===== src/rtl/idp_pkg.sv =====
// ----------------------------------------------------------------------------
// idp_pkg
// Shared types and constants of the ISO 8601 date-time parser: character
// classes, token and result words, parser phases and result codes.
// ----------------------------------------------------------------------------
`default_nettype none

package idp_pkg;

  // Character codes the parser looks for
  localparam logic [7:0] CHR_0     = 8'h30;
  localparam logic [7:0] CHR_9     = 8'h39;
  localparam logic [7:0] CHR_T     = 8'h54;
  localparam logic [7:0] CHR_Z     = 8'h5A;
  localparam logic [7:0] CHR_PLUS  = 8'h2B;
  localparam logic [7:0] CHR_MINUS = 8'h2D;
  localparam logic [7:0] CHR_COLON = 8'h3A;
  localparam logic [7:0] CHR_DOT   = 8'h2E;

  // Precision codes
  localparam logic [3:0] PREC_NONE   = 4'd0;
  localparam logic [3:0] PREC_YEAR   = 4'd1;
  localparam logic [3:0] PREC_MONTH  = 4'd2;
  localparam logic [3:0] PREC_DAY    = 4'd3;
  localparam logic [3:0] PREC_HOUR   = 4'd4;
  localparam logic [3:0] PREC_MINUTE = 4'd5;
  localparam logic [3:0] PREC_SECOND = 4'd6;
  localparam logic [3:0] PREC_FRAC   = 4'd7;
  localparam logic [3:0] PREC_ZHOUR  = 4'd8;
  localparam logic [3:0] PREC_ZMIN   = 4'd9;

  // Zone kinds
  localparam logic [1:0] ZONE_NONE  = 2'd0;
  localparam logic [1:0] ZONE_Z     = 2'd1;
  localparam logic [1:0] ZONE_PLUS  = 2'd2;
  localparam logic [1:0] ZONE_MINUS = 2'd3;

  // Status codes
  localparam logic [1:0] ST_OK    = 2'd0;
  localparam logic [1:0] ST_SEP   = 2'd1;
  localparam logic [1:0] ST_SHORT = 2'd2;
  localparam logic [1:0] ST_DIGIT = 2'd3;

  typedef enum logic [2:0] {
    CLS_DIGIT = 3'd0,
    CLS_T     = 3'd1,
    CLS_MINUS = 3'd2,
    CLS_PLUS  = 3'd3,
    CLS_COLON = 3'd4,
    CLS_Z     = 3'd5,
    CLS_DOT   = 3'd6,
    CLS_OTHER = 3'd7
  } cls_e;

  // Classified character as passed from front to back
  typedef struct packed {
    cls_e       cls;
    logic [3:0] digit;
    logic       last;
    logic       time_only;
  } tok_t;

  typedef struct packed {
    logic [13:0] year;
    logic [6:0]  month;
    logic [6:0]  day;
    logic [6:0]  hour;
    logic [6:0]  minute;
    logic [6:0]  second;
    logic [15:0] fraction;
    logic [3:0]  precision;
    logic [1:0]  zone_kind;
    logic [6:0]  zone_hour;
    logic [6:0]  zone_minute;
    logic [1:0]  status;
  } res_t;

  typedef enum logic [27:0] {
    PH_Y0    = 28'h0000001,
    PH_Y1    = 28'h0000002,
    PH_Y2    = 28'h0000004,
    PH_Y3    = 28'h0000008,
    PH_AY    = 28'h0000010,
    PH_MO0   = 28'h0000020,
    PH_MO1   = 28'h0000040,
    PH_AMO   = 28'h0000080,
    PH_D0    = 28'h0000100,
    PH_D1    = 28'h0000200,
    PH_AD    = 28'h0000400,
    PH_H0    = 28'h0000800,
    PH_H1    = 28'h0001000,
    PH_AH    = 28'h0002000,
    PH_MI0   = 28'h0004000,
    PH_MI1   = 28'h0008000,
    PH_AMI   = 28'h0010000,
    PH_S0    = 28'h0020000,
    PH_S1    = 28'h0040000,
    PH_AS    = 28'h0080000,
    PH_FR    = 28'h0100000,
    PH_ZH0   = 28'h0200000,
    PH_ZH1   = 28'h0400000,
    PH_AZH   = 28'h0800000,
    PH_ZM0   = 28'h1000000,
    PH_ZM1   = 28'h2000000,
    PH_SINK  = 28'h4000000,
    PH_START = 28'h8000000
  } phase_e;

  // Two-digit field: v * 10 + d, kept to 7 bits
  function automatic logic [6:0] acc7(logic [6:0] v, logic [3:0] d);
    logic [9:0] t;
    t = {v, 3'b000} + {2'b00, v, 1'b0} + {6'b000000, d};
    return t[6:0];
  endfunction

  // Year field: v * 10 + d, kept to 14 bits
  function automatic logic [13:0] acc14(logic [13:0] v, logic [3:0] d);
    logic [16:0] t;
    t = {v, 3'b000} + {2'b00, v, 1'b0} + {13'b0, d};
    return t[13:0];
  endfunction

endpackage

`default_nettype wire


===== src/rtl/idp_fifo.sv =====
// ----------------------------------------------------------------------------
// idp_fifo
// Two-entry queue of fixed-width words with full and empty flags.
// ----------------------------------------------------------------------------
`default_nettype none

module idp_fifo #(
  parameter int unsigned Width = 8
) (
  input  wire logic             clk_i,
  input  wire logic             rst_ni,
  input  wire logic             push_i,
  input  wire logic [Width-1:0] wdata_i,
  output logic                  full_o,
  input  wire logic             pop_i,
  output logic [Width-1:0]      rdata_o,
  output logic                  empty_o
);

  logic [Width-1:0] mem_q [2];
  logic             wr_ptr_q, wr_ptr_d;
  logic             rd_ptr_q, rd_ptr_d;
  logic [1:0]       cnt_q, cnt_d;
  logic             do_push, do_pop;

  assign full_o  = (cnt_q == 2'd2);
  assign empty_o = (cnt_q == 2'd0);
  assign do_push = push_i && !full_o;
  assign do_pop  = pop_i && !empty_o;
  assign rdata_o = mem_q[rd_ptr_q];

  // Advance pointers and word count
  always_comb begin
    wr_ptr_d = do_push ? ~wr_ptr_q : wr_ptr_q;
    rd_ptr_d = do_pop ? ~rd_ptr_q : rd_ptr_q;
    cnt_d    = cnt_q + {1'b0, do_push} - {1'b0, do_pop};
  end

  always_ff @(posedge clk_i or negedge rst_ni) begin
    if (!rst_ni) begin
      wr_ptr_q <= 1'b0;
      rd_ptr_q <= 1'b0;
      cnt_q    <= 2'd0;
    end else begin
      wr_ptr_q <= wr_ptr_d;
      rd_ptr_q <= rd_ptr_d;
      cnt_q    <= cnt_d;
    end
  end

  // Store the incoming word
  always_ff @(posedge clk_i) begin
    if (do_push) begin
      mem_q[wr_ptr_q] <= wdata_i;
    end
  end

endmodule

`default_nettype wire


===== src/rtl/idp_front.sv =====
// ----------------------------------------------------------------------------
// idp_front
// Input side: classifies each character into a token and queues it for the
// parser.
// ----------------------------------------------------------------------------
`default_nettype none

module idp_front (
  input  wire logic          clk_i,
  input  wire logic          rst_ni,
  input  wire logic          push_i,
  output logic               full_o,
  input  wire logic [7:0]    char_code_i,
  input  wire logic          last_i,
  input  wire logic          time_only_i,
  input  wire logic          tok_pop_i,
  output logic               tok_empty_o,
  output idp_pkg::tok_t      tok_o
);

  import idp_pkg::*;

  tok_t             tok_in;
  logic [$bits(tok_t)-1:0] tok_bits;

  // Classify the character
  always_comb begin
    tok_in.digit     = char_code_i[3:0];
    tok_in.last      = last_i;
    tok_in.time_only = time_only_i;
    priority if (char_code_i >= CHR_0 && char_code_i <= CHR_9) begin
      tok_in.cls = CLS_DIGIT;
    end else if (char_code_i == CHR_T) begin
      tok_in.cls = CLS_T;
    end else if (char_code_i == CHR_MINUS) begin
      tok_in.cls = CLS_MINUS;
    end else if (char_code_i == CHR_PLUS) begin
      tok_in.cls = CLS_PLUS;
    end else if (char_code_i == CHR_COLON) begin
      tok_in.cls = CLS_COLON;
    end else if (char_code_i == CHR_Z) begin
      tok_in.cls = CLS_Z;
    end else if (char_code_i == CHR_DOT) begin
      tok_in.cls = CLS_DOT;
    end else begin
      tok_in.cls = CLS_OTHER;
    end
  end

  // Hold tokens until the parser takes them
  idp_fifo #(
    .Width ($bits(tok_t))
  ) u_tok_fifo (
    .clk_i   (clk_i),
    .rst_ni  (rst_ni),
    .push_i  (push_i),
    .wdata_i (tok_in),
    .full_o  (full_o),
    .pop_i   (tok_pop_i),
    .rdata_o (tok_bits),
    .empty_o (tok_empty_o)
  );

  assign tok_o = tok_t'(tok_bits);

endmodule

`default_nettype wire


===== src/rtl/idp_back.sv =====
// ----------------------------------------------------------------------------
// idp_back
// Parser side: steps the phase machine once per token, accumulates the
// fields and queues one result word per string.
// ----------------------------------------------------------------------------
`default_nettype none

module idp_back #(
  parameter int unsigned FRACTION_WIDTH = 16
) (
  input  wire logic          clk_i,
  input  wire logic          rst_ni,
  input  wire logic          tok_empty_i,
  input  wire idp_pkg::tok_t tok_i,
  output logic               tok_pop_o,
  input  wire logic          res_pop_i,
  output logic               res_empty_o,
  output idp_pkg::res_t      res_o
);

  import idp_pkg::*;

  phase_e                    phase_q, phase_d, ph;
  logic [13:0]               year_q, year_d;
  logic [6:0]                month_q, month_d;
  logic [6:0]                day_q, day_d;
  logic [6:0]                hour_q, hour_d;
  logic [6:0]                minute_q, minute_d;
  logic [6:0]                second_q, second_d;
  logic [FRACTION_WIDTH-1:0] frac_q, frac_d;
  logic [3:0]                prec_q, prec_d;
  logic [1:0]                zkind_q, zkind_d;
  logic [6:0]                zhour_q, zhour_d;
  logic [6:0]                zmin_q, zmin_d;
  logic [1:0]                status_q, status_d;

  logic                      fire, res_full, res_push;
  logic                      is_dig, is_zone, short_end;
  logic                      fail_en;
  logic [1:0]                fail_code;
  logic [FRACTION_WIDTH+3:0] frac_t;
  logic [FRACTION_WIDTH+15:0] frac_ext;
  res_t                      res_d;
  logic [$bits(res_t)-1:0]   res_bits;

  // Take a token unless it ends a string and the result queue is full
  assign fire      = !tok_empty_i && (!tok_i.last || !res_full);
  assign tok_pop_o = fire;
  assign res_push  = fire && tok_i.last;

  assign is_dig  = (tok_i.cls == CLS_DIGIT);
  assign is_zone = (tok_i.cls == CLS_Z) || (tok_i.cls == CLS_PLUS) ||
                   (tok_i.cls == CLS_MINUS);
  assign frac_t  = {frac_q, 3'b000} + {2'b00, frac_q, 1'b0} +
                   (FRACTION_WIDTH+4)'(tok_i.digit);

  // Step the phase machine
  always_comb begin
    year_d    = year_q;
    month_d   = month_q;
    day_d     = day_q;
    hour_d    = hour_q;
    minute_d  = minute_q;
    second_d  = second_q;
    frac_d    = frac_q;
    prec_d    = prec_q;
    zkind_d   = zkind_q;
    zhour_d   = zhour_q;
    zmin_d    = zmin_q;
    status_d  = status_q;
    fail_en   = 1'b0;
    fail_code = ST_OK;
    short_end = 1'b0;
    frac_ext  = '0;
    res_d     = '0;

    ph = phase_q;
    if (ph == PH_START) begin
      ph = tok_i.time_only ? PH_H0 : PH_Y0;
    end

    unique case (ph)
      PH_Y0, PH_Y1, PH_Y2, PH_Y3: begin
        if (!is_dig) begin
          fail_en = 1'b1; fail_code = ST_DIGIT;
        end else begin
          year_d = acc14(year_q, tok_i.digit);
          if (ph == PH_Y3) begin
            prec_d = PREC_YEAR; ph = PH_AY;
          end else begin
            ph = phase_e'({ph[26:0], 1'b0});
          end
        end
      end
      PH_AY, PH_AMO: begin
        if (tok_i.cls == CLS_T) begin
          ph = PH_H0;
        end else if (tok_i.cls == CLS_MINUS) begin
          ph = (ph == PH_AY) ? PH_MO0 : PH_D0;
        end else begin
          fail_en = 1'b1; fail_code = ST_SEP;
        end
      end
      PH_MO0, PH_MO1: begin
        if (!is_dig) begin
          fail_en = 1'b1; fail_code = ST_DIGIT;
        end else begin
          month_d = acc7(month_q, tok_i.digit);
          if (ph == PH_MO1) begin
            prec_d = PREC_MONTH; ph = PH_AMO;
          end else begin
            ph = PH_MO1;
          end
        end
      end
      PH_D0, PH_D1: begin
        if (!is_dig) begin
          fail_en = 1'b1; fail_code = ST_DIGIT;
        end else begin
          day_d = acc7(day_q, tok_i.digit);
          if (ph == PH_D1) begin
            prec_d = PREC_DAY; ph = PH_AD;
          end else begin
            ph = PH_D1;
          end
        end
      end
      PH_AD: begin
        ph = (tok_i.cls == CLS_T) ? PH_H0 : PH_SINK;
      end
      PH_H0, PH_H1: begin
        if (!is_dig) begin
          fail_en = 1'b1; fail_code = ST_DIGIT;
        end else begin
          hour_d = acc7(hour_q, tok_i.digit);
          if (ph == PH_H1) begin
            prec_d = PREC_HOUR; ph = PH_AH;
          end else begin
            ph = PH_H1;
          end
        end
      end
      PH_AH, PH_AMI: begin
        if (tok_i.cls == CLS_Z) begin
          zkind_d = ZONE_Z; ph = PH_SINK;
        end else if (is_zone) begin
          zkind_d = (tok_i.cls == CLS_PLUS) ? ZONE_PLUS : ZONE_MINUS;
          ph = PH_ZH0;
        end else if (tok_i.cls == CLS_COLON) begin
          ph = (ph == PH_AH) ? PH_MI0 : PH_S0;
        end else begin
          fail_en = 1'b1; fail_code = ST_SEP;
        end
      end
      PH_MI0, PH_MI1: begin
        if (!is_dig) begin
          fail_en = 1'b1; fail_code = ST_DIGIT;
        end else begin
          minute_d = acc7(minute_q, tok_i.digit);
          if (ph == PH_MI1) begin
            prec_d = PREC_MINUTE; ph = PH_AMI;
          end else begin
            ph = PH_MI1;
          end
        end
      end
      PH_S0, PH_S1: begin
        if (!is_dig) begin
          fail_en = 1'b1; fail_code = ST_DIGIT;
        end else begin
          second_d = acc7(second_q, tok_i.digit);
          if (ph == PH_S1) begin
            prec_d = PREC_SECOND; ph = PH_AS;
          end else begin
            ph = PH_S1;
          end
        end
      end
      PH_AS: begin
        if (tok_i.cls == CLS_Z) begin
          zkind_d = ZONE_Z; ph = PH_SINK;
        end else if (is_zone) begin
          zkind_d = (tok_i.cls == CLS_PLUS) ? ZONE_PLUS : ZONE_MINUS;
          ph = PH_ZH0;
        end else if (tok_i.cls == CLS_DOT) begin
          prec_d = PREC_FRAC; ph = PH_FR;
        end else begin
          ph = PH_SINK;
        end
      end
      PH_FR: begin
        if (tok_i.cls == CLS_Z) begin
          zkind_d = ZONE_Z; ph = PH_SINK;
        end else if (is_zone) begin
          zkind_d = (tok_i.cls == CLS_PLUS) ? ZONE_PLUS : ZONE_MINUS;
          ph = PH_ZH0;
        end else if (is_dig) begin
          frac_d = frac_t[FRACTION_WIDTH-1:0];
        end else begin
          fail_en = 1'b1; fail_code = ST_DIGIT;
        end
      end
      PH_ZH0, PH_ZH1: begin
        if (!is_dig) begin
          fail_en = 1'b1; fail_code = ST_DIGIT;
        end else begin
          zhour_d = acc7(zhour_q, tok_i.digit);
          if (ph == PH_ZH1) begin
            prec_d = PREC_ZHOUR; ph = PH_AZH;
          end else begin
            ph = PH_ZH1;
          end
        end
      end
      PH_AZH: begin
        if (tok_i.cls == CLS_COLON) begin
          ph = PH_ZM0;
        end else begin
          fail_en = 1'b1; fail_code = ST_SEP;
        end
      end
      PH_ZM0, PH_ZM1: begin
        if (!is_dig) begin
          fail_en = 1'b1; fail_code = ST_DIGIT;
        end else begin
          zmin_d = acc7(zmin_q, tok_i.digit);
          if (ph == PH_ZM1) begin
            prec_d = PREC_ZMIN; ph = PH_SINK;
          end else begin
            ph = PH_ZM1;
          end
        end
      end
      default: begin
        ph = PH_SINK;
      end
    endcase

    // Stop on error; the first error keeps its code
    if (fail_en) begin
      if (status_d == ST_OK) begin
        status_d = fail_code;
      end
      ph = PH_SINK;
    end

    // Flag a string that ends inside a group or after a separator
    short_end = !(ph == PH_AY || ph == PH_AMO || ph == PH_AD || ph == PH_AH ||
                  ph == PH_AMI || ph == PH_AS || ph == PH_FR || ph == PH_SINK ||
                  ph == PH_START);
    if (tok_i.last && short_end && status_d == ST_OK) begin
      status_d = ST_SHORT;
    end

    // Assemble the result word
    frac_ext          = {16'h0000, frac_d};
    res_d.year        = year_d;
    res_d.month       = month_d;
    res_d.day         = day_d;
    res_d.hour        = hour_d;
    res_d.minute      = minute_d;
    res_d.second      = second_d;
    res_d.fraction    = frac_ext[15:0];
    res_d.precision   = prec_d;
    res_d.zone_kind   = zkind_d;
    res_d.zone_hour   = zhour_d;
    res_d.zone_minute = zmin_d;
    res_d.status      = status_d;

    phase_d = ph;

    // Drop all state once the string is done
    if (tok_i.last) begin
      phase_d  = PH_START;
      year_d   = '0;
      month_d  = '0;
      day_d    = '0;
      hour_d   = '0;
      minute_d = '0;
      second_d = '0;
      frac_d   = '0;
      prec_d   = PREC_NONE;
      zkind_d  = ZONE_NONE;
      zhour_d  = '0;
      zmin_d   = '0;
      status_d = ST_OK;
    end
  end

  always_ff @(posedge clk_i or negedge rst_ni) begin
    if (!rst_ni) begin
      phase_q  <= PH_START;
      year_q   <= '0;
      month_q  <= '0;
      day_q    <= '0;
      hour_q   <= '0;
      minute_q <= '0;
      second_q <= '0;
      frac_q   <= '0;
      prec_q   <= PREC_NONE;
      zkind_q  <= ZONE_NONE;
      zhour_q  <= '0;
      zmin_q   <= '0;
      status_q <= ST_OK;
    end else if (fire) begin
      phase_q  <= phase_d;
      year_q   <= year_d;
      month_q  <= month_d;
      day_q    <= day_d;
      hour_q   <= hour_d;
      minute_q <= minute_d;
      second_q <= second_d;
      frac_q   <= frac_d;
      prec_q   <= prec_d;
      zkind_q  <= zkind_d;
      zhour_q  <= zhour_d;
      zmin_q   <= zmin_d;
      status_q <= status_d;
    end
  end

  // Hold finished results until they are taken
  idp_fifo #(
    .Width ($bits(res_t))
  ) u_res_fifo (
    .clk_i   (clk_i),
    .rst_ni  (rst_ni),
    .push_i  (res_push),
    .wdata_i (res_d),
    .full_o  (res_full),
    .pop_i   (res_pop_i),
    .rdata_o (res_bits),
    .empty_o (res_empty_o)
  );

  assign res_o = res_t'(res_bits);

endmodule

`default_nettype wire


===== src/rtl/iso8601_datetime_parser.sv =====
// ----------------------------------------------------------------------------
// iso8601_datetime_parser
// Streaming parser for ISO 8601 date-times and times, one character a word.
// ----------------------------------------------------------------------------
// Characters go in on the push side, one per cycle while full is low; the
// word marked last closes the string and yields one result word, which is
// written to the pop side when the parser takes its token from the token
// queue and can then be popped. The front classifies each character and
// queues up to two tokens; the back steps the phase machine once per token,
// so the parser register sets the rate of one character a cycle. Up to two
// results can wait on the pop side before the parser stalls on a closing
// character. The fraction accumulator is FRACTION_WIDTH bits wide and
// reported in its low 16 bits, zero-extended if narrower.
// ----------------------------------------------------------------------------
`default_nettype none

module iso8601_datetime_parser #(
  parameter int unsigned FRACTION_WIDTH = 16
) (
  input  wire logic        clk_i,
  input  wire logic        rst_ni,
  input  wire logic        push,
  output logic             full,
  input  wire logic [7:0]  char_code_i,
  input  wire logic        last_i,
  input  wire logic        time_only_i,
  output logic             empty,
  input  wire logic        pop,
  output logic [13:0]      year_o,
  output logic [6:0]       month_o,
  output logic [6:0]       day_o,
  output logic [6:0]       hour_o,
  output logic [6:0]       minute_o,
  output logic [6:0]       second_o,
  output logic [15:0]      fraction_o,
  output logic [3:0]       precision_o,
  output logic [1:0]       zone_kind_o,
  output logic [6:0]       zone_hour_o,
  output logic [6:0]       zone_minute_o,
  output logic [1:0]       status_o
);

  import idp_pkg::*;

  tok_t tok;
  logic tok_empty, tok_pop;
  res_t res;

  // Classify and queue characters
  idp_front u_front (
    .clk_i       (clk_i),
    .rst_ni      (rst_ni),
    .push_i      (push),
    .full_o      (full),
    .char_code_i (char_code_i),
    .last_i      (last_i),
    .time_only_i (time_only_i),
    .tok_pop_i   (tok_pop),
    .tok_empty_o (tok_empty),
    .tok_o       (tok)
  );

  // Parse tokens and queue results
  idp_back #(
    .FRACTION_WIDTH (FRACTION_WIDTH)
  ) u_back (
    .clk_i       (clk_i),
    .rst_ni      (rst_ni),
    .tok_empty_i (tok_empty),
    .tok_i       (tok),
    .tok_pop_o   (tok_pop),
    .res_pop_i   (pop),
    .res_empty_o (empty),
    .res_o       (res)
  );

  assign year_o        = res.year;
  assign month_o       = res.month;
  assign day_o         = res.day;
  assign hour_o        = res.hour;
  assign minute_o      = res.minute;
  assign second_o      = res.second;
  assign fraction_o    = res.fraction;
  assign precision_o   = res.precision;
  assign zone_kind_o   = res.zone_kind;
  assign zone_hour_o   = res.zone_hour;
  assign zone_minute_o = res.zone_minute;
  assign status_o      = res.status;

endmodule

`default_nettype wire


===== config.mk =====
export PLATFORM = sky130hd
export DESIGN_NAME = iso8601_datetime_parser
export DESIGN_NICKNAME = d
export VERILOG_FILES = /design/src/rtl/idp_pkg.sv /design/src/rtl/idp_fifo.sv /design/src/rtl/idp_front.sv /design/src/rtl/idp_back.sv /design/src/rtl/iso8601_datetime_parser.sv
export SDC_FILE = /design/constraint.sdc
export NUM_CORES = 1
export LEC_CHECK = 0
export BUFFER_PORTS_ARGS = -buffer_cell sky130_fd_sc_hd__buf_2
export CORE_ASPECT_RATIO = 0.9
export CORE_MARGIN = 2
export CORE_UTILIZATION = 42
export CTS_CLUSTER_SIZE = 40
export DETAILED_ROUTE_END_ITERATION = 16
export PLACE_DENSITY_LB_ADDON = 0.1
export SETUP_SLACK_MARGIN = 0.5
export SYNTH_ARGS = -nofsm -noshare
export SYNTH_HDL_FRONTEND = slang
export SYNTH_SLANG_ARGS = --single-unit

===== constraint.sdc =====
create_clock -name clk_i -period 11.25 [get_ports clk_i]
set_input_delay 0.5625 -clock clk_i [delete_from_list [all_inputs] [get_ports clk_i]]
set_output_delay 0.5625 -clock clk_i [all_outputs]
set_load 0.005 [all_outputs]

==> summary.md, run 1 <==
| Metric | Value |
|---|---|
| Die Y | `between 150 and 200 um` |
| Routed Antenna Nets | `0` |
| Post-Route WL | `roughly 40,000 um` |
| First-pass GRT wire length | `around 65,000 um` |
| Reg-to-reg setup timing slack | `6810 ps` |
| Post-Layout Inst Area | `0.01914 sq mm` |
| Synth Cell Area | `about 0.017 sq mm` |
| Kind of critical path | `flip-flop to flip-flop` |
| Most common cell after layout, fill and taps aside | `edfxtp_1` |
| Switching share of power | `0.3460` |
| Worst vdd ir | `between 150 and 200 uV` |
| Area delta synth->final | `13.36%` |
| Vias in the first global route | `between 10,000 and 15,000` |
| Seq pwr share | `0.396` |
| Port-buffer cells | `roughly 100` |
| IO Pins | `around 100` |
| Req. time, crit path | `between 10,000 and 15,000 ps` |
| Crit start category | `flip-flop` |
| Clock latency on the worst-skew pair | `approximately 550 ps` |
| Min Hold Slack | `47.95 ps` |
| Worst stage delay on the critical path | `roughly 990 ps` |
| PnR Total Power | `roughly 4.1 mW` |
| Slew HR | `0.2804` |
| Ys async rst share | `0.3905` |
| Final min period | `~4400 ps` |
| Net count, final | `around 1,600` |
| Total GRT Usage | `0.1965` |
| DR WL/cell | `19.71 um` |
| Leak | `8.213 nW` |
| Via count | `11,290` |
| DRT Pass-1 Iters | `5` |
| Synth cell types | `78` |
| GPL Wtd Cong | `a little over 0.9` |
| Setup violations, final | `0` |
| Internal power | `between 2 and 3 mW` |
| Max_cap viols | `0` |
| Setup bufs post-CTS | `0` |
| HP Class | `primary input to asynchronous set/reset pin` |
| Commonest cells after routing, fill and taps aside | `edfxtp_1, mux2_2, dfrtp_1` |
| Clk pwr share | `0.283` |
| Ratio of cells with drive above 1 in the final layout | `0.2186` |
| Core area | `just under 0.04 sq mm` |
| Antenna Cells | `0` |
| Pin count of the biggest net entering global routing | `78` |
| NetSw | `around 1.4 mW` |
| Final core occ | `0.4841` |
| Avg Synthesized Cell Area | `12.19 sq um` |
| Post-Layout Cell Count | `between 2,000 and 2,500` |
| CTS tree | `built` |
| Initial core utilization | `0.4271` |
| Fin Setup TNS | `0 ps` |
| Drc violations | `0` |
| Synth Net Count | `1,525` |
| CP arrival | `4710 ps` |
| Gr ovfl total | `0` |
| Worst slack, placed | `6837 ps` |
| Placed Area | `0.01796 sq mm` |
| Reg clk slew, reported paths | `about 60 ps` |
| Worst Skew | `23.03 ps` |
| PnR worst setup slack | `slightly below 7000 ps` |
| Hold Vio Cnt, Final | `0` |
| Crit path cell chain | `mux2i_1 -> nand3_1 -> a21oi_1 -> nor4_1 -> nor2_1 -> nand3_1 -> nor3_1 -> o211ai_1 -> o21ai_0 -> o21ai_0` |
| Cells after synthesis | `between 1,000 and 1,500` |
| RR Startpoint | `u_front.u_tok_fifo.rd_ptr_q$_DFFE_PN0P_` |
| Hold_buf cts | `0` |
| Number of antenna violations at the first check in global routing | `0` |
| Slew @ Worst Pin | `~1100 ps` |
| Final Max Tran Viols | `0` |
| Setup repair after global routing missed its margin | `no` |
| Placed cell count | `1,971` |
| Die area | `0.04183 sq mm` |
| Final HPWL DP | `26,420 um` |
| Fill cells | `approximately 3,700` |
| Status | `complete, no violations` |
| Post-synth EDFFs | `between 150 and 200` |
| Logic gate share of total power | `0.321` |
| Cell count of the worst reg-to-reg path | `10` |
| Crit share post-route | `0.3949` |
| Vias per cell | `5.541` |
| Seq/Total Area, Yosys | `0.5237` |
| Slowest-stage cell, CP | `nand3_1` |
| CTS resizes | `0` |
| R2R Path End | `u_back.u_res_fifo.mem_q[0][21]$_DFFE_PP_` |
| H-tree level count | `2` |
| Power Density | `~220 mW/mm^2` |
| Max Root-Sink Buffers | `3` |
| CP max FO | `21` |
| Predominant post-synthesis flop cell | `edfxtp_1` |
| Clk root buf | `clkbuf_16` |
| #FFs+latches synth | `315` |
| Placement row count | `69` |
| Crit end category | `flip-flop` |
| Num CTS Buffers | `36` |
| Synth warn | `0` |
| F_max | `roughly 0.23 GHz` |
| CTS Sinks | `roughly 320` |
| Die Wd | `approximately 220 um` |
| Drt first-iter violations | `~700` |
-- routing by layer --
layer  global-route usage  vias to the layer above  share of wire
met2               0.3012                      256           0.45
met5                    0                        -              0
met3              0.03467                       65          0.046
met4              0.05977                        0          0.026
met1               0.2844                     5613           0.48
li1                     -                     5353              -
-- state kept, by name, summed over array words and instances (netlist names), 14 cells and up --
signal / count
u_back.phase_q: 28
u_back.year_q: 14
u_back.frac_q: 16
u_back.u_res_fifo.mem_q: 174
u_front.u_tok_fifo.mem_q: 18
-- critical path: cells and delay by family, from the launching register on --
family | cells | cell delay [ps]
multiplexers | 1 | 880
flip-flops | 1 | 740
AO/OA/AOI/OAI | 4 | 880
AND/OR/NAND/NOR | 5 | 1650
-- power groups by stage --
| stage | combinational [mW] | clock, mW | sequential, mW |
|---|---|---|---|
| after floorplan | 0.855 | 0 | 1.61 |
| after detailed placement | 1.35 | 0 | 1.66 |
| after CTS | 1.36 | 1.20 | 1.64 |
| final | 1.33 | 1.17 | 1.63 |
| after global routing | 1.46 | 1.25 | 1.66 |
| after global placement | 1.35 | 0 | 1.65 |
-- how the worst max path moves through the flow --
| stage | from | endpoint | slack [ps] | cells after the start |
|---|---|---|---|---|
| finish | u_front.u_tok_fifo.rd_ptr_q$_DFFE_PN0P_ | u_back.u_res_fifo.mem_q[0][21]$_DFFE_PP_ | 6810 | 10 |
| floorplan | u_front.u_tok_fifo.rd_ptr_q$_DFFE_PN0P_ | u_back.u_res_fifo.mem_q[0][0]$_DFFE_PP_ | 5380 | 7 |
| CTS | u_front.u_tok_fifo.rd_ptr_q$_DFFE_PN0P_ | u_back.u_res_fifo.mem_q[0][37]$_DFFE_PP_ | 6810 | 13 |
| detailed placement | u_front.u_tok_fifo.rd_ptr_q$_DFFE_PN0P_ | u_back.u_res_fifo.mem_q[0][37]$_DFFE_PP_ | 6840 | 13 |
| global placement | u_front.u_tok_fifo.rd_ptr_q$_DFFE_PN0P_ | u_back.u_res_fifo.mem_q[0][37]$_DFFE_PP_ | 6900 | 13 |
| global route | u_front.u_tok_fifo.rd_ptr_q$_DFFE_PN0P_ | u_back.prec_q[1]$_DFFE_PN0P_ | 6420 | 8 |
-- cell families (layout without fill, tap and decap cells) --
group | after synthesis | count (layout) | share of synthesized area
AO/OA/AOI/OAI | 313 | 313 | 0.1304
XOR/XNOR | 74 | 74 | 0.03838
adder cells (fa/ha/maj) | 126 | 126 | 0.1014
buffers and inverters | 109 | 229 | 0.02519
flip-flops | 315 | 315 | 0.5237
multiplexers | 130 | 130 | 0.08639
AND/OR/NAND/NOR | 318 | 318 | 0.09454
-- cells in the mapped netlist (6+ instances only) --
cell	number	share of area
a21o_1	25	0.011
a21oi_1	57	0.017
a22o_1	82	0.043
buf_1	12	0.0027
buf_2	7	0.0021
clkbuf_1	40	0.0089
dfrtp_1	122	0.18
edfxtp_1	192	0.34
fa_1	18	0.021
ha_1	108	0.080
inv_1	48	0.011
mux2_2	126	0.084
nand2_1	120	0.027
nand2b_1	12	0.0044
nand3_1	17	0.0050
nor2_1	62	0.014
nor2b_1	9	0.0033
nor3_1	24	0.0071
nor4_1	15	0.0056
o211ai_1	6	0.0027
o21ai_0	73	0.022
o21ai_1	12	0.0036
o31ai_1	11	0.0049
or2_2	8	0.0030
or3_1	8	0.0030
or4_1	8	0.0036
xnor2_1	55	0.029
xor2_1	19	0.0099
-- area by class of cell --
cell class	count	area, sq um	area share
multi-input combinational	961	7652	0.3997
tap	532	665.6	0.03477
inverter	49	183.9	0.009608
sequential	315	8848	0.4622
timing repair buffer	114	606.8	0.03170
clock buffer	52	1044	0.05451
clock inverter	14	142.6	0.007451
No activity file was read; power rests on OpenSTA's default activity.
==> run 2: changes to the inputs <==
Settings changed: ABC_AREA set to 1.
Clock period 11.25 ns to 4.4 ns, I/O delays scaled along.
==> run 2 against run 1 <==
  * Final area increased by 5.6%
  * Clock skew decreased by 0.90 ps
  * Sequential power increased to 2.5 times the previous value
  * Hold slack improved by 160 ps
  * Synthesized cell count increased by 39%
  * Utilization about the same
  * Total power increased to 2.7 times the previous value
  * Maximum frequency increased by 23%
  * Final cell count increased by 28%
  * Critical path type unchanged
  * Critical endpoint is now u_back.u_res_fifo.mem_q[0][85]$_DFFE_PP_
==> summary.md, run 2 <==
| Metric | Value |
|---|---|
| Worst vdd ir | `582.9 uV (was 194.9 uV)` |
| Post-synth EDFFs | `192 (unchanged)` |
| Setup repair after global routing missed its margin | `no (unchanged)` |
| Status | `complete, no violations (unchanged)` |
| Ratio of cells with drive above 1 in the final layout | `0.1445 (was 0.2186)` |
| Power Density | `550.8 mW/mm^2 (was 215.7 mW/mm^2)` |
| Number of antenna violations at the first check in global routing | `1 (was 0)` |
| Synth Net Count | `2,059 (was 1,525)` |
| Num CTS Buffers | `36 (unchanged)` |
| Crit start category | `flip-flop (unchanged)` |
| First-pass GRT wire length | `71,430 um (was 64,570 um)` |
| Synth cell count leaders | `nand2_1, inv_1, edfxtp_1 (was edfxtp_1, mux2_2, dfrtp_1)` |
| NetSw | `4.274 mW (was 1.429 mW)` |
| Post-Layout Cell Count | `2,610 (was 2,037)` |
| Internal power | `6.865 mW (was 2.701 mW)` |
| Slew @ Worst Pin | `1036 ps (was 1079 ps)` |
| Max Root-Sink Buffers | `3 (unchanged)` |
| Die Y | `198.9 um (was 194.2 um)` |
| Synth warn | `0 (unchanged)` |
| WL met1 | `21,940 um (was 19,300 um)` |
| Met3 routed wirelength | `2173 um (was 1827 um)` |
| Total GRT Usage | `0.2099 (was 0.1965)` |
| H-tree level count | `2 (unchanged)` |
| DR WL/cell | `17.26 um (was 19.71 um)` |
| Leak | `9.871 nW (was 8.213 nW)` |
| Largest register FFs | `174 (unchanged)` |
| Drc violations | `0 (unchanged)` |
| Top-count cell post-synth | `nand2_1 (was edfxtp_1)` |
| Synth cell types | `57 (was 78)` |
| Avg Synthesized Cell Area | `9.240 sq um (was 12.19 sq um)` |
| Final Max Tran Viols | `0 (unchanged)` |
| Req. time, crit path | `4680 ps (was 11,510 ps)` |
| Pin count of the biggest net entering global routing | `64 (was 78)` |
| Final core occ | `0.4843 (was 0.4841)` |
| Fin Setup TNS | `0 ps (unchanged)` |
| Synth Cell Area | `0.01773 sq mm (was 0.01689 sq mm)` |
| Seq pwr share | `0.370 (was 0.396)` |
| Drt first-iter violations | `889 (was 695)` |
| Placed cell count | `2,530 (was 1,971)` |
| Met2 WL | `20,010 um (was 17,980 um)` |
| Slowest-stage cell, CP | `fa_1 (was nand3_1)` |
| Predominant post-synthesis flop cell | `edfxtp_1 (unchanged)` |
| Top reg by flops | `u_back.u_res_fifo.mem_q (unchanged)` |
| Ys async rst share | `0.3905 (unchanged)` |
| Core area | `0.04175 sq mm (was 0.03954 sq mm)` |
| CTS Sinks | `315 (unchanged)` |
| CP delay by family, top | `adder cells (was simple AND/OR/NAND/NOR gates)` |
| Cells after synthesis | `1,919 (was 1,385)` |
| Post-Route WL | `45,040 um (was 40,150 um)` |
| Routed Antenna Nets | `0 (unchanged)` |
| Slew HR | `0.3094 (was 0.2804)` |
| Share of the synthesized area in the top cell type | `0.3251 (was 0.3414)` |
| Net count, final | `2,174 (was 1,617)` |
| HP Class | `primary input to flip-flop (was primary input to asynchronous set/reset pin)` |
| Port-buffer cells | `102 (unchanged)` |
| Initial core utilization | `0.4247 (was 0.4271)` |
| Reg clk slew, reported paths | `60 ps (about the same)` |
| Hold Vio Cnt, Final | `0 (unchanged)` |
| CTS tree | `built (unchanged)` |
| Commonest cells after routing, fill and taps aside | `nand2_1, inv_1, edfxtp_1 (was edfxtp_1, mux2_2, dfrtp_1)` |
| Worst stage delay on the critical path | `510 ps (was 990 ps)` |
| Crit path cell chain | `inv_2 -> nand2_1 -> nand2_1 -> buf_4 -> fa_1 -> inv_1 -> fa_1 -> o21ai_1 -> a21oi_1 -> o21bai_1 -> nand2_1 -> nand2_1 -> a21oi_1 -> nor2_1 -> o21ai_0 -> nand2_1 -> xnor2_1 -> nand2_1 -> o21ai_0 -> inv_1 (was mux2i_1 -> nand3_1 -> a21oi_1 -> nor4_1 -> nor2_1 -> nand3_1 -> nor3_1 -> o211ai_1 -> o21ai_0 -> o21ai_0)` |
| Setup violations, final | `0 (unchanged)` |
| Largest regs | `u_back.u_res_fifo.mem_q x174, u_back.phase_q x28, u_front.u_tok_fifo.mem_q x18 (unchanged)` |
| Clock latency on the worst-skew pair | `550 ps (about the same)` |
| Via count | `13,310 (was 11,290)` |
| Crit end category | `flip-flop (unchanged)` |
| #FFs+latches synth | `315 (unchanged)` |
| Final min period | `3626 ps (was 4443 ps)` |
| Gr ovfl total | `0 (unchanged)` |
| Final HPWL DP | `31,490 um (was 26,420 um)` |
| Seq/Total Area, Yosys | `0.4988 (was 0.5237)` |
| IO Pins | `103 (unchanged)` |
| F_max | `0.2758 GHz (was 0.2251 GHz)` |
| Area delta synth->final | `14.04% (was 13.36%)` |
| Vias in the first global route | `12,950 (was 11,410)` |
| GPL Wtd Cong | `0.9004 (was 0.9338)` |
| Clk pwr share | `0.270 (was 0.283)` |
| Crit share post-route | `0.8241 (was 0.3949)` |
| Ranking of synthesized cells by area | `edfxtp_1, dfrtp_1, nand2_1 (was edfxtp_1, dfrtp_1, mux2_2)` |
| Die Wd | `220.6 um (was 215.4 um)` |
| Crit-path most repeated cell | `nand2_1` |
| Synth area leader | `edfxtp_1 (unchanged)` |
| Die area | `0.04388 sq mm (was 0.04183 sq mm)` |
| Max Used Layer | `met4 (unchanged)` |
| Max_cap viols | `0 (unchanged)` |
| Placement row count | `71 (was 69)` |
| Most common cell after layout, fill and taps aside | `nand2_1 (was edfxtp_1)` |
| DRT Pass-1 Iters | `5 (unchanged)` |
| Worst path bufs/invs | `4 (was 0)` |
| CP arrival | `3910 ps (was 4710 ps)` |
| Kind of critical path | `flip-flop to flip-flop (unchanged)` |
| CP max FO | `9 (was 21)` |
| Worst Skew | `22.13 ps (was 23.03 ps)` |
| Clk root buf | `clkbuf_16 (unchanged)` |
| Switching share of power | `0.3837 (was 0.3460)` |
| Vias per cell | `5.100 (was 5.541)` |
| Logic gate share of total power | `0.360 (was 0.321)` |
==> run 2: area by class of cell <==
class / instances / area, sq um
clock buffers: 44 / 993.5
flip-flops and latches: 315 / 8850
diodes: 1 / 2.502
well taps: 547 / 684.4
multi-input cells: 1272 / 7630
clock inverters: 22 / 201.4
repair buffers: 135 / 830.8
fillers: 3980 / 21530
inverters: 274 / 1030
==> run 2: power groups by stage <==
stage	combinational (mW)	sequential [mW]	clock, mW
after floorplan	2.41	4.12	0
after global placement	4.04	4.18	0
after detailed placement	4.05	4.19	0
after CTS	4.06	4.14	3.09
after global routing	4.47	4.19	3.20
final	4.01	4.12	3.01
==> run 2: logic make-up (layout without fill, tap and decap cells) <==
logic type,Yosys count,in the layout,synth area share
xor+xnor,67,67,0.03309
mux,1,1,0.0005645
compound gates,291,291,0.1001
fa+ha+maj,126,126,0.09653
flops,315,315,0.4988
other cells,0,1,0
buf+inv,332,475,0.07303
simple gates,787,787,0.1979
==> run 2: per-layer routing <==
layer  vias to the layer above  track usage
li1                       6629            -
met1                      6315       0.3108
met2                       299       0.3213
met3                        67      0.02997
met4                         0      0.05728
met5                         -            0
==> run 2: timing repair <==
item / CTS / global route
endpoints found under the setup margin: 2 / 6
gates resized for setup: 1 / 2
setup buffers: 0 / 5
hold endpoints to repair: 64 / 0
hold buffers: 8 / 0
==> run 2: worst paths after layout <==
check / slack [ps] / startpoint / endpoint / cells past startpoint
worst max-delay path: 770 / u_front.u_tok_fifo.rd_ptr_q$_DFFE_PN0P_ / u_back.u_res_fifo.mem_q[0][85]$_DFFE_PP_ / 20
worst min-delay path: 210 / push / u_front.u_tok_fifo.wr_ptr_q$_DFFE_PN0P_ / 3
worst max register to register: 770 / u_front.u_tok_fifo.rd_ptr_q$_DFFE_PN0P_ / u_back.u_res_fifo.mem_q[0][85]$_DFFE_PP_ / 20
worst min register to register: 510 / u_back.minute_q[6]$_DFFE_PN0P_ / u_back.minute_q[6]$_DFFE_PN0P_ / 1
max in group asynchronous: 2930 / rst_ni / u_back.year_q[6]$_DFFE_PN0P_ / 3
min in group asynchronous: 320 / rst_ni / u_back.frac_q[6]$_DFFE_PN0P_ / 2
==> run 2: through the flow <==
step                power [mW]  cell area [sq um]  setup slack, ps  hold WS [ps]
finish                   11.14              20220            774.1         211.1
global route             11.85              20220            514.0         223.2
detailed placement       8.239              18910            472.2         371.3
CTS                      11.29              20180            606.5         174.5
floorplan                6.529              17740            354.8        -75.59
global placement         8.216              18910            521.7         373.2
==> run 2: tightest hold or removal path: stages <==
cell	delay, ps
buf_2	90
o21ai_0	290
xor2_1	110
==> run 3: changes to the inputs <==
Clock period 4.4 ns to 3.2 ns, I/O delays scaled along.
==> run 3 against run 2 <==
  * Utilization up 7.2 points
  * Clock skew down 5.1 ps
  * Clock-buffer cell count up 9
  * Sequential power up 38%
  * Hold slack worse by 55 ps
  * Register-to-register slack worse by 610 ps
  * Critical path depth down 1
==> summary.md, run 3 (same netlist as run 2, synthesis figures left out) <==
| Metric | Value |
|---|---|
| Max Root-Sink Buffers | `3 (unchanged)` |
| Power Density | `722.4 mW/mm^2 (was 550.8 mW/mm^2)` |
| Final Max Tran Viols | `0 (unchanged)` |
| Setup repair after global routing missed its margin | `yes (was no)` |
| Cell count of the worst reg-to-reg path | `19 (was 20)` |
| Final min period | `3033 ps (was 3626 ps)` |
| Drt first-iter violations | `875 (was 889)` |
| Drc violations | `0 (unchanged)` |
| Hold Vio Cnt, Final | `0 (unchanged)` |
| Crit share post-route | `0.9479 (was 0.8241)` |
| Die Y | `198.9 um (unchanged)` |
| Worst path bufs/invs | `4 (unchanged)` |
| Final HPWL DP | `32,680 um (was 31,490 um)` |
| Via count | `14,320 (was 13,310)` |
| Clock latency on the worst-skew pair | `560 ps (was 550 ps)` |
| Critical Path End | `u_back.u_res_fifo.mem_q[0][36]$_DFFE_PP_ (was u_back.u_res_fifo.mem_q[0][85]$_DFFE_PP_)` |
| Worst Skew | `17.06 ps (was 22.13 ps)` |
| RR Startpoint | `u_front.u_tok_fifo.rd_ptr_q$_DFFE_PN0P_ (unchanged)` |
| Placement row count | `71 (unchanged)` |
| Crit path cell chain | `buf_4 -> nand2_1 -> nand2_2 -> ha_1 -> ha_2 -> inv_1 -> fa_2 -> o21ai_4 -> a21oi_2 -> nor2_1 -> nor2_1 -> o21bai_1 -> nand2_1 -> nand2_2 -> a21oi_2 -> xor2_1 -> inv_1 -> a21oi_2 -> inv_1 (was inv_2 -> nand2_1 -> nand2_1 -> buf_4 -> fa_1 -> inv_1 -> fa_1 -> o21ai_1 -> a21oi_1 -> o21bai_1 -> nand2_1 -> nand2_1 -> a21oi_1 -> nor2_1 -> o21ai_0 -> nand2_1 -> xnor2_1 -> nand2_1 -> o21ai_0 -> inv_1)` |
| Net count, final | `2,335 (was 2,174)` |
| DRT Pass-1 Iters | `5 (unchanged)` |
| Hold Path Origin | `push (unchanged)` |
| Worst stage delay on the critical path | `420 ps (was 510 ps)` |
| Min Hold Slack | `156.3 ps (was 211.1 ps)` |
| CP delay by family, top | `adder cells (unchanged)` |
| Max_cap viols | `0 (unchanged)` |
| Ratio of cells with drive above 1 in the final layout | `0.3132 (was 0.1445)` |
| Area delta synth->final | `30.96% (was 14.04%)` |
| Reg-to-reg setup timing slack | `170 ps (was 770 ps)` |
| Kind of critical path | `flip-flop to flip-flop (unchanged)` |
| Gr ovfl total | `0 (unchanged)` |
| HP Class | `primary input to flip-flop (unchanged)` |
| Slew @ Worst Pin | `874.2 ps (was 1036 ps)` |
| Post-Route WL | `48,580 um (was 45,040 um)` |
| Crit start category | `flip-flop (unchanged)` |
| Slowest-stage cell, CP | `dfrtp_2 (was fa_1)` |
| Num CTS Buffers | `36 (unchanged)` |
| Worst vdd ir | `630.8 uV (was 582.9 uV)` |
| Commonest cells after routing, fill and taps aside | `nand2_1, inv_1, edfxtp_1 (unchanged)` |
| Vias per cell | `5.170 (was 5.100)` |
| Largest regs | `u_back.u_res_fifo.mem_q x174, u_back.phase_q x28, u_front.u_tok_fifo.mem_q x18 (unchanged)` |
| First-pass GRT wire length | `75,140 um (was 71,430 um)` |
| Routed Antenna Nets | `0 (unchanged)` |
| Clk root buf | `clkbuf_16 (unchanged)` |
| Fin Setup TNS | `0 ps (unchanged)` |
| Slew HR | `0.4150 (was 0.3094)` |
| Core area | `0.04175 sq mm (unchanged)` |
| Number of antenna violations at the first check in global routing | `0 (was 1)` |
| Reg clk slew, reported paths | `60 ps (about the same)` |
| H-tree level count | `2 (unchanged)` |
| Largest register FFs | `174 (unchanged)` |
| Die Wd | `220.6 um (unchanged)` |
| Total GRT Usage | `0.2205 (was 0.2099)` |
| Final core occ | `0.5562 (was 0.4843)` |
| Cell depth of the worst setup path | `19 (was 20)` |
| Pin count of the biggest net entering global routing | `84 (was 64)` |
| Req. time, crit path | `3500 ps (was 4680 ps)` |
| CTS Sinks | `315 (unchanged)` |
| Most common cell after layout, fill and taps aside | `nand2_1 (unchanged)` |
| GPL Wtd Cong | `0.9526 (was 0.9004)` |
| Setup violations, final | `0 (unchanged)` |
| Worst setup path start | `u_front.u_tok_fifo.rd_ptr_q$_DFFE_PN0P_ (unchanged)` |
| CTS tree | `built (unchanged)` |
| R2R Path End | `u_back.u_res_fifo.mem_q[0][36]$_DFFE_PP_ (was u_back.u_res_fifo.mem_q[0][85]$_DFFE_PP_)` |
| CP max FO | `4 (was 9)` |
| Port-buffer cells | `102 (unchanged)` |
| IO Pins | `103 (unchanged)` |
| Leak | `11.00 nW (was 9.871 nW)` |
| Initial core utilization | `0.4247 (unchanged)` |
| Antenna Cells | `0 (was 1)` |
| Vias in the first global route | `13,980 (was 12,950)` |
| Top reg by flops | `u_back.u_res_fifo.mem_q (unchanged)` |
| CP arrival | `3340 ps (was 3910 ps)` |
| Status | `complete, no violations (unchanged)` |
| Crit end category | `flip-flop (unchanged)` |
| Die area | `0.04388 sq mm (unchanged)` |
| DR WL/cell | `17.54 um (was 17.26 um)` |
| F_max | `0.3297 GHz (was 0.2758 GHz)` |
==> run 3: final cells by class <==
class / count / area, sq um
fill: 3730 / 18530
multi-input combinational: 1273 / 9005
sequential: 315 / 8851
timing repair buffer: 291 / 2351
inverter: 274 / 1070
clock buffer: 53 / 1057
tap: 547 / 684.4
clock inverter: 12 / 171.4
timing repair inverter: 4 / 31.28
==> run 3: power by group <==
part	switching [mW]	internal (mW)	leakage, nW
clock network	1.67	2.62	0.598
registers	0.329	5.35	3.50
logic	4.41	2.40	6.91
total	6.41	10.4	11.0
==> run 3: worst reg2reg max path: cells and delay by family, from the launching register on <==
| kind | cells | cell delay (ps) |
|---|---|---|
| fa+ha+maj | 3 | 770 |
| buf+inv | 4 | 350 |
| simple gates | 6 | 520 |
| compound gates | 5 | 600 |
| xor+xnor | 1 | 140 |
| flops | 1 | 420 |
==> run 3: worst min-delay path by stage <==
stage	endpoint	slack [ps]	depth (start not counted)
floorplan	u_back.day_q[0]$_DFFE_PN0P_	-140	0
global placement	u_back.frac_q[6]$_DFFE_PN0P_	290	1
detailed placement	u_back.frac_q[6]$_DFFE_PN0P_	290	1
CTS	u_front.u_tok_fifo.wr_ptr_q$_DFFE_PN0P_	130	3
global route	u_front.u_tok_fifo.wr_ptr_q$_DFFE_PN0P_	200	3
finish	u_front.u_tok_fifo.wr_ptr_q$_DFFE_PN0P_	160	3
==> run 3: per-layer routing <==
metal  vias up  share of wire  GRT usage  wire length, um
met4         0          0.029    0.07531             1400
met5         -              0          0                0
met1      6964           0.46     0.3086            22260
met2       271           0.47     0.3520            22930
li1       6992              -          -                -
met3        88          0.041    0.03043             1987
==> run 3: through the flow <==
stage / total power [mW] / cells / setup WS (ps) / instance area, sq um
finish: 16.77 / 2769 / 166.6 / 23220
floorplan: 9.049 / 1919 / 188.7 / 17880
detailed placement: 11.63 / 2590 / 61.59 / 19580
global route: 17.77 / 2769 / 1.290 / 23220
CTS: 16.39 / 2709 / 176.9 / 21740
global placement: 11.59 / 2590 / 93.20 / 19580
==> run 3: repair_timing <==
action | 4_1_cts | 5_1_grt
hold endpoints to repair | 65 | 0
pin swaps | 40 | 71
gates resized for setup | 111 | 271
setup endpoints to repair | 255 | 278
hold buffers | 8 | 0
setup buffers | 42 | 56
cloned | 4 | 4
